==> src/hdl/pdwt_pkg.sv <==
// Shared types, codes and constants of the PCI DMA window translator.
// No dependencies; imported by every module in hdl/.
package pdwt_pkg;

    // Default window count, handed to the top-level parameter
    localparam int NUM_WINDOWS_DEF = 4;

    // Function codes of an incoming transfer
    localparam logic [1:0] FUNC_WRITE = 2'd0;
    localparam logic [1:0] FUNC_READ  = 2'd1;
    localparam logic [1:0] FUNC_XLATE = 2'd2;
    localparam logic [1:0] FUNC_ENTRY = 2'd3;

    // Result kinds
    localparam logic [1:0] KIND_ACK   = 2'd0;
    localparam logic [1:0] KIND_ADDR  = 2'd1;
    localparam logic [1:0] KIND_FETCH = 2'd2;
    localparam logic [1:0] KIND_ERR   = 2'd3;

    // Register groups (upper two bits of the register index)
    localparam logic [1:0] GRP_BASE  = 2'd0;
    localparam logic [1:0] GRP_MASK  = 2'd1;
    localparam logic [1:0] GRP_TBASE = 2'd2;
    localparam logic [1:0] GRP_MISC  = 2'd3;

    // Registers of the miscellaneous group
    localparam logic [3:0] REG_CTRL    = 4'd12;
    localparam logic [3:0] REG_ERR     = 4'd13;
    localparam logic [3:0] REG_ERRMASK = 4'd14;
    localparam logic [3:0] REG_TLBIA   = 4'd15;

    // Address masks
    localparam logic [63:0] ADDR34_MASK = 64'h0000_0003_FFFF_FFFF;
    localparam logic [63:0] CMP_BITS    = 64'h0000_0000_FFF0_0000;
    localparam logic [63:0] LOW20       = 64'h0000_0000_000F_FFFF;
    localparam logic [63:0] PAGE_BITS   = 64'h0000_0000_000F_E000;
    localparam logic [63:0] LOW10       = 64'h0000_0000_0000_03FF;
    localparam logic [63:0] CTRL_RESET  = 64'h0000_0021_0010_0000;

    localparam int OFFSET_W = 13;

    // Translation outcome handed from the window matcher to the top level
    typedef struct packed {
        logic [1:0]  kind;
        logic [63:0] data;
        logic        fetch;
    } xlate_t;

endpackage

==> src/hdl/pci_dma_window_translator_unit.sv <==
// PCI DMA window translator, top level. Uses pdwt_pkg, pdwt_window_bank, pdwt_xlate.
// A transfer passes the input register, then the window compare into the result
// register, which drives the result strobe (done).
// Throughput: one transfer per cycle; busy stays low, results are never held.
// Reset (rst_n low, async) clears all windows, sets control to its default,
// drops any pending page entry and empties both pipeline registers.
module pci_dma_window_translator_unit #(
    parameter int NUM_WINDOWS = pdwt_pkg::NUM_WINDOWS_DEF
) (
    input  logic        clk,
    input  logic        rst_n,
    input  logic        start,
    output logic        busy,
    input  logic [1:0]  func,
    input  logic [3:0]  reg_index,
    input  logic [63:0] write_data,
    input  logic [63:0] bus_address,
    input  logic [63:0] page_entry,
    output logic        done,
    output logic [1:0]  kind,
    output logic [63:0] data
);
    import pdwt_pkg::*;

    // Input register
    logic        in_vld_reg;
    logic [1:0]  func_reg;
    logic [3:0]  idx_reg;
    logic [63:0] wdata_reg;
    logic [63:0] addr_reg;
    logic [63:0] pe_reg;

    // Bridge state
    logic [63:0]         ctrl_reg, ctrl_next;
    logic                pend_reg, pend_next;
    logic [OFFSET_W-1:0] off_reg, off_next;

    // Result register
    logic        done_reg;
    logic [1:0]  kind_reg, kind_next;
    logic [63:0] data_reg, data_next;

    logic        wr_en;
    logic        win_ok;
    logic [1:0]  grp;
    logic [1:0]  win;
    logic [63:0] rd_data;
    logic [63:0] base  [NUM_WINDOWS];
    logic [63:0] mask  [NUM_WINDOWS];
    logic [63:0] tbase [NUM_WINDOWS];
    xlate_t      xl;

    assign busy = 1'b0;
    assign grp  = idx_reg[3:2];
    assign win  = idx_reg[1:0];
    assign win_ok = int'(win) < NUM_WINDOWS;

    // Capture the incoming transfer
    always_ff @(posedge clk or negedge rst_n)
    begin
        if (!rst_n)
            in_vld_reg <= 1'b0;
        else
            in_vld_reg <= start && !busy;
    end

    always_ff @(posedge clk)
    begin
        if (start && !busy)
        begin
            func_reg  <= func;
            idx_reg   <= reg_index;
            wdata_reg <= write_data;
            addr_reg  <= bus_address;
            pe_reg    <= page_entry;
        end
    end

    pdwt_window_bank #(
        .NUM_WINDOWS (NUM_WINDOWS)
    ) u_bank (
        .clk     (clk),
        .rst_n   (rst_n),
        .wr_en   (wr_en),
        .grp     (grp),
        .win     (win),
        .wr_data (wdata_reg),
        .rd_data (rd_data),
        .base    (base),
        .mask    (mask),
        .tbase   (tbase)
    );

    pdwt_xlate #(
        .NUM_WINDOWS (NUM_WINDOWS)
    ) u_xlate (
        .addr  (addr_reg),
        .base  (base),
        .mask  (mask),
        .tbase (tbase),
        .res   (xl)
    );

    // Decode and execute the registered transfer
    always_comb
    begin
        kind_next = KIND_ACK;
        data_next = '0;
        wr_en     = 1'b0;
        ctrl_next = ctrl_reg;
        pend_next = pend_reg;
        off_next  = off_reg;
        if (in_vld_reg)
        begin
            unique case (func_reg)
                FUNC_WRITE:
                begin
                    if (grp != GRP_MISC)
                    begin
                        if (win_ok)
                            wr_en = 1'b1;
                        else
                            kind_next = KIND_ERR;
                    end
                    else if (idx_reg == REG_CTRL)
                        ctrl_next = wdata_reg;
                    else if (idx_reg == REG_ERRMASK)
                        kind_next = KIND_ERR;
                    // error and tlb invalidate writes: plain ack
                end
                FUNC_READ:
                begin
                    if (grp != GRP_MISC)
                    begin
                        if (win_ok)
                            data_next = rd_data;
                        else
                            kind_next = KIND_ERR;
                    end
                    else if (idx_reg == REG_CTRL)
                        data_next = ctrl_reg;
                end
                FUNC_XLATE:
                begin
                    kind_next = xl.kind;
                    data_next = xl.data;
                    pend_next = xl.fetch;
                    if (xl.fetch)
                        off_next = addr_reg[OFFSET_W-1:0];
                end
                FUNC_ENTRY:
                begin
                    if (pend_reg)
                    begin
                        // entry bit 0 cleared, shifted to bit 12, limited to 34 bits
                        kind_next = KIND_ADDR;
                        data_next = {30'd0, pe_reg[21:1], off_reg};
                        pend_next = 1'b0;
                    end
                    else
                        kind_next = KIND_ERR;
                end
                default:
                    kind_next = KIND_ERR;
            endcase
        end
    end

    // State and result registers
    always_ff @(posedge clk or negedge rst_n)
    begin
        if (!rst_n)
        begin
            ctrl_reg <= CTRL_RESET;
            pend_reg <= 1'b0;
            off_reg  <= '0;
            done_reg <= 1'b0;
        end
        else
        begin
            ctrl_reg <= ctrl_next;
            pend_reg <= pend_next;
            off_reg  <= off_next;
            done_reg <= in_vld_reg;
        end
    end

    always_ff @(posedge clk)
    begin
        kind_reg <= kind_next;
        data_reg <= data_next;
    end

    assign done = done_reg;
    assign kind = kind_reg;
    assign data = data_reg;

    // Every accepted transfer is answered, through the input and result registers
    a_two_cycle: assert property (@(posedge clk) disable iff (!rst_n)
        (start && !busy) |-> ##2 done)
        else $error("accepted transfer not answered after two cycles");

    // Errors carry zero data
    a_err_zero: assert property (@(posedge clk) disable iff (!rst_n)
        (done && kind == KIND_ERR) |-> data == '0)
        else $error("error result with nonzero data");

    // A pending page entry only starts alongside a fetch request
    a_pend_fetch: assert property (@(posedge clk) disable iff (!rst_n)
        $rose(pend_reg) |-> (done && kind == KIND_FETCH))
        else $error("pending entry set without fetch request");

    // A fetch request always leaves an entry pending
    a_fetch_pend: assert property (@(posedge clk) disable iff (!rst_n)
        (done && kind == KIND_FETCH) |-> pend_reg)
        else $error("fetch request issued without pending entry");

endmodule

==> src/hdl/pdwt_window_bank.sv <==
// Window register bank: base, mask and translated base per DMA window.
// Depends on pdwt_pkg.
module pdwt_window_bank #(
    parameter int NUM_WINDOWS = pdwt_pkg::NUM_WINDOWS_DEF
) (
    input  logic        clk,
    input  logic        rst_n,
    input  logic        wr_en,
    input  logic [1:0]  grp,
    input  logic [1:0]  win,
    input  logic [63:0] wr_data,
    output logic [63:0] rd_data,
    output logic [63:0] base  [NUM_WINDOWS],
    output logic [63:0] mask  [NUM_WINDOWS],
    output logic [63:0] tbase [NUM_WINDOWS]
);
    import pdwt_pkg::*;

    logic [63:0] base_reg  [NUM_WINDOWS];
    logic [63:0] mask_reg  [NUM_WINDOWS];
    logic [63:0] tbase_reg [NUM_WINDOWS];

    // One register set per window
    for (genvar i = 0; i < NUM_WINDOWS; i++) begin : g_win
        always_ff @(posedge clk or negedge rst_n)
        begin
            if (!rst_n)
            begin
                base_reg[i]  <= '0;
                mask_reg[i]  <= '0;
                tbase_reg[i] <= '0;
            end
            else if (wr_en && int'(win) == i)
            begin
                if (grp == GRP_BASE)
                    base_reg[i] <= wr_data;
                if (grp == GRP_MASK)
                    mask_reg[i] <= wr_data;
                if (grp == GRP_TBASE)
                    tbase_reg[i] <= wr_data;
            end
        end

        assign base[i]  = base_reg[i];
        assign mask[i]  = mask_reg[i];
        assign tbase[i] = tbase_reg[i];
    end

    // Register read select
    always_comb
    begin
        rd_data = '0;
        for (int i = 0; i < NUM_WINDOWS; i++)
        begin
            if (int'(win) == i)
            begin
                unique case (grp)
                    GRP_BASE:  rd_data = base_reg[i];
                    GRP_MASK:  rd_data = mask_reg[i];
                    GRP_TBASE: rd_data = tbase_reg[i];
                    default:   rd_data = '0;
                endcase
            end
        end
    end

endmodule

==> src/hdl/pdwt_xlate.sv <==
// Window matcher: parallel compare of all windows, priority pick, address build.
// Depends on pdwt_pkg.
module pdwt_xlate #(
    parameter int NUM_WINDOWS = pdwt_pkg::NUM_WINDOWS_DEF
) (
    input  logic [63:0]     addr,
    input  logic [63:0]     base  [NUM_WINDOWS],
    input  logic [63:0]     mask  [NUM_WINDOWS],
    input  logic [63:0]     tbase [NUM_WINDOWS],
    output pdwt_pkg::xlate_t res
);
    import pdwt_pkg::*;

    // Lowest-numbered enabled window that matches wins; walk down so it lands last
    always_comb
    begin
        logic [63:0] cmp;
        logic [63:0] amask;
        logic [63:0] tmask;
        cmp       = '0;
        amask     = '0;
        tmask     = '0;
        res.kind  = KIND_ADDR;
        res.data  = addr;
        res.fetch = 1'b0;
        for (int i = NUM_WINDOWS - 1; i >= 0; i--)
        begin
            cmp = ~mask[i] & CMP_BITS;
            if (((addr ^ base[i]) & cmp) == '0 && base[i][0])
            begin
                if (base[i][1])
                begin
                    // scatter-gather: page table entry fetch address
                    tmask = ~(((mask[i] & CMP_BITS) >> 10) | LOW10);
                    amask = (mask[i] & CMP_BITS) | PAGE_BITS;
                    res.kind  = KIND_FETCH;
                    res.data  = (tbase[i] & tmask) | ((addr & amask) >> 10);
                    res.fetch = 1'b1;
                end
                else
                begin
                    // direct window
                    amask = (mask[i] & CMP_BITS) | LOW20;
                    res.kind  = KIND_ADDR;
                    res.data  = ((tbase[i] & ~amask) | (addr & amask)) & ADDR34_MASK;
                    res.fetch = 1'b0;
                end
            end
        end
    end

endmodule

==> config.mk <==
export PLATFORM = sky130hd
export DESIGN_NAME = pci_dma_window_translator_unit
export DESIGN_NICKNAME = d
export VERILOG_FILES = /design/src/hdl/pdwt_pkg.sv /design/src/hdl/pci_dma_window_translator_unit.sv /design/src/hdl/pdwt_window_bank.sv /design/src/hdl/pdwt_xlate.sv
export SDC_FILE = /design/constraint.sdc
export NUM_CORES = 2
export LEC_CHECK = 0
export ABC_CLOCK_PERIOD_IN_PS = 2700
export BUFFER_PORTS_ARGS = -buffer_cell sky130_fd_sc_hd__buf_2
export CORE_AREA = 2 2 347 349
export CTS_CLUSTER_SIZE = 28
export DETAILED_ROUTE_END_ITERATION = 6
export DIE_AREA = 0 0 349 351
export HOLD_SLACK_MARGIN = 0.05
export PLACE_DENSITY_LB_ADDON = 0.25
export SYNTH_ARGS = -nofsm -noshare
export SYNTH_HDL_FRONTEND = slang
export SYNTH_HIERARCHICAL = 1
export SYNTH_SLANG_ARGS = --single-unit
==> constraint.sdc <==
create_clock -name clk -period 2.7 [get_ports clk]
set_clock_uncertainty 0.15 [all_clocks]
set_input_delay 0.54 -clock clk [delete_from_list [all_inputs] [get_ports clk]]
set_output_delay 0.54 -clock clk [all_outputs]
set_load 0.01 [all_outputs]
==> summary.md <==
| Metric | Value |
|---|---|
| Status | `finished, violations left` |
| Failing checks | `setup timing` |
| Worst slack, placed | `-0.5899 ns` |
| CP Capture Type | `flop` |
| Commonest non-fill, non-tap cell in the layout | `mux2_2` |
| CTS Buffer Depth | `3` |
| Total power | `44900 uW` |
| GRT Resource Usage Total | `0.2820` |
| Post-synth top area share | `0.3991` |
| Cell area after layout | `65840 sq um` |
| Startpoint class of the critical path | `flop` |
| Worst slew margin relative to its limit | `0.3929` |
| Synth warnings | `6` |
| Total Wirelength | `176.6 mm` |
| Crit Path Category | `flop to flop` |
| CTS Buf Count | `116` |
| CP endpoint | `data[4]` |
| Slowest cell delay on critical path | `0.50 ns` |
| Synthesized flop and latch total | `1069` |
| Synth Area per Inst | `13.04 sq um` |
| DP HPWL | `108.7 mm` |
| Final min period | `3.109 ns` |
| P per Cell Area | `682.0 nW/um^2` |
| Largest area contributor in the netlist | `dfrtp_1` |
| ANT nets after route | `0` |
| Routed via count | `37868` |
| Cell Area, Placed | `58440 sq um` |
| Reg-to-reg setup timing slack | `-0.41 ns` |
| IO Count | `269` |
| Fill cells | `9669` |
| CTS tree | `yes` |
| WP data required | `3.17 ns` |
| Die area | `122500 sq um` |
| R2r endpoint | `data[4]` |
| Netlist cell types | `63` |
| Routability Congestion | `0.9198` |
| Post-synth EDFFs | `155` |
| RSZ-0062 raised after global routing | `yes` |
| Primary FF master, synth | `dfrtp_1` |
| Clock Root Buffer | `clkbuf_16` |
| Pins Over Slew Limit | `0` |
| CP startpoint | `addr_reg[28]` |
| Top area cells in the synthesized netlist | `dfrtp_1 40%, mux2_2 19%, edfxtp_1 8.8%, mux2i_1 3.0%, mux4_2 2.7%` |
| TritonRoute pass-1 iters | `6` |
| Overflow after GRT | `0` |
| Mapped Cells | `4063` |
| Die height | `351 um` |
| HP Class | `input port to asynchronous set/reset pin` |
| Period utilisation layout | `1.151` |
| Nets | `4817` |
| Critical-path maximum fanout | `7` |
| Vias in the first global route | `37428` |
| Synth async-reset ratio | `0.7933` |
| Ant diodes | `0` |
| Least-Margin Pin Slew | `0.9107 ns` |
| Buffers plus inverters on the worst setup path | `2` |
| Fmax | `321.7 MHz` |
| Syn nets | `4264` |
| CP cell instances | `xnor2_2 > o22ai_2 > nor4_4 > buf_4 > and2_4 > nor3_4 > buf_12 > a21o_4 > o311a_1 > nand2b_1 > a21oi_2 > a221o_1` |
| Latest clock arrival within the worst-skew pair | `0.73 ns` |
| I/O Buffers | `224` |
| Initial drt markers | `3615` |
| FF+latch area | `27210 sq um` |
| Slowest cell on crit path | `edfxtp_1` |
| H-Tree Depth | `3` |
| Max_cap viols | `0` |
| Largest net degree at the start of global routing | `94` |
| Std cell rows | `127` |
| Initial antenna violation count | `4` |
| Multi-input gate area | `24780 sq um` |
| Vias per cell | `6.041` |
| DIE WIDTH | `349 um` |
| Clk slew on worst S/H paths | `0.06 ns` |
| Reg2Reg Depth | `12` |
| Final Hold Fails | `0` |
| Crit Reg-Reg Startpoint | `addr_reg[28]` |
| CP Data Arrival Time | `3.58 ns` |
| Cell Area, Synth | `52980 sq um` |
| First-pass GRT wire length | `256.2 mm` |
| Area delta synth->final | `24.27%` |
| Worst VDD drop | `0.5452 mV` |
| Instance count on the critical path | `12` |
| Share of post-route cells with drive strength above 1 | `0.4419` |
| CORE AREA | `119000 sq um` |
| TritonCTS Sinks | `1069` |
| LEAKAGE | `0.02966 uW` |
| Average wire per standard cell | `28.18 um` |
| Post-route DRC | `0` |
| Final setup fails | `79` |
| Commonest cells after routing, fill and taps aside | `879 x mux2_2, 841 x dfrtp_1, 298 x buf_4` |
| Worst hold slack | `0.1543 ns` |
| Initial Util | `0.4452` |
| Final worst slack | `-0.4086 ns` |
| Part of the Yosys area used for sequential elements | `0.5134` |
| Delay-heaviest family, CP | `compound AO/OA/AOI/OAI gates` |
==> worst min-delay path by stage <==
| stage | to | slack [ns] | depth (start not counted) |
|---|---|---|---|
| after global routing | u_bank/base[239] | 0.16 | 2 |
| after CTS | u_bank/base[239] | 0.13 | 2 |
| after floorplan | ctrl_reg[0] | 0.09 | 0 |
| after global placement | u_bank/mask[113] | 0.30 | 1 |
| after detailed placement | u_bank/tbase[49] | 0.30 | 1 |
| final | u_bank/base[239] | 0.15 | 2 |
==> Yosys cell counts, types with 66 or more instances <==
library cell,n
a21oi_1,119
buf_2,124
clkbuf_1,206
dfrtp_1,845
dfxtp_1,66
edfxtp_1,155
mux2_2,880
mux2i_1,161
nand2b_1,68
nor2b_1,211
nor3_1,68
o21ai_0,141
==> cell families after synthesis <==
logic type	after synthesis	synth area share
DFF	1069	0.5134
muxes	1201	0.2694
xor gates and xnor gates	48	0.008218
and+or+nand+nor	632	0.07127
other	1	0.00007078
AOI/OAI and AO/OA	655	0.09659
buffers and inverters	457	0.04111
==> worst reg2reg max path: stages (launching register included) <==
cell and delay [ns]:
edfxtp_1 0.50, xnor2_2 0.25, o22ai_2 0.13, nor4_4 0.33, buf_4 0.18, and2_4 0.20, nor3_4 0.07, buf_12 0.19
a21o_4 0.24, o311a_1 0.32, nand2b_1 0.10, a21oi_2 0.07, a221o_1 0.28
==> final cells by class <==
type	instances	area share
Clock buffer	182	0.05182
Clock inverter	40	0.007354
Inverter	65	0.003706
Multi-Input combinational cell	2537	0.3764
Sequential cell	1069	0.4132
Tap cell	1548	0.02942
Timing Repair Buffer	827	0.1181
==> power by group <==
group	total [uW]	switching (uW)	internal (uW)
clock	16200	6800	9450
sequential	20700	2010	18700
combinational	8000	3520	4480
==> stage by stage <==
step | utilization | std cells | TNS (ns)
4_1_cts | 0.5448 | 6235 | -15.41
3_3_place_gp | 0.4910 | 5823 | -36.96
6_report | 0.5532 | 6268 | -23.35
5_1_grt | 0.5532 | 6268 | -27.54
3_5_place_dp | 0.4910 | 5823 | -37.11
2_1_floorplan | - | 4063 | 0
==> routing by layer <==
layer / track usage / vias up / share of wire
met4: 0.09808 / 0 / 0.032
li1: - / 16159 / -
met5: 0 / - / 0
met1: 0.4105 / 19724 / 0.45
met2: 0.4237 / 1665 / 0.44
met3: 0.05008 / 320 / 0.079
==> timing repair <==
item	in CTS	in global routing
gates resized for setup	109	106
setup buffers	32	34
pin swaps	37	75
cloned	5	4
hold endpoints to repair	605	0
endpoints found under the setup margin	80	236
hold buffers	156	0
No activity file was read; power rests on OpenSTA's default activity.
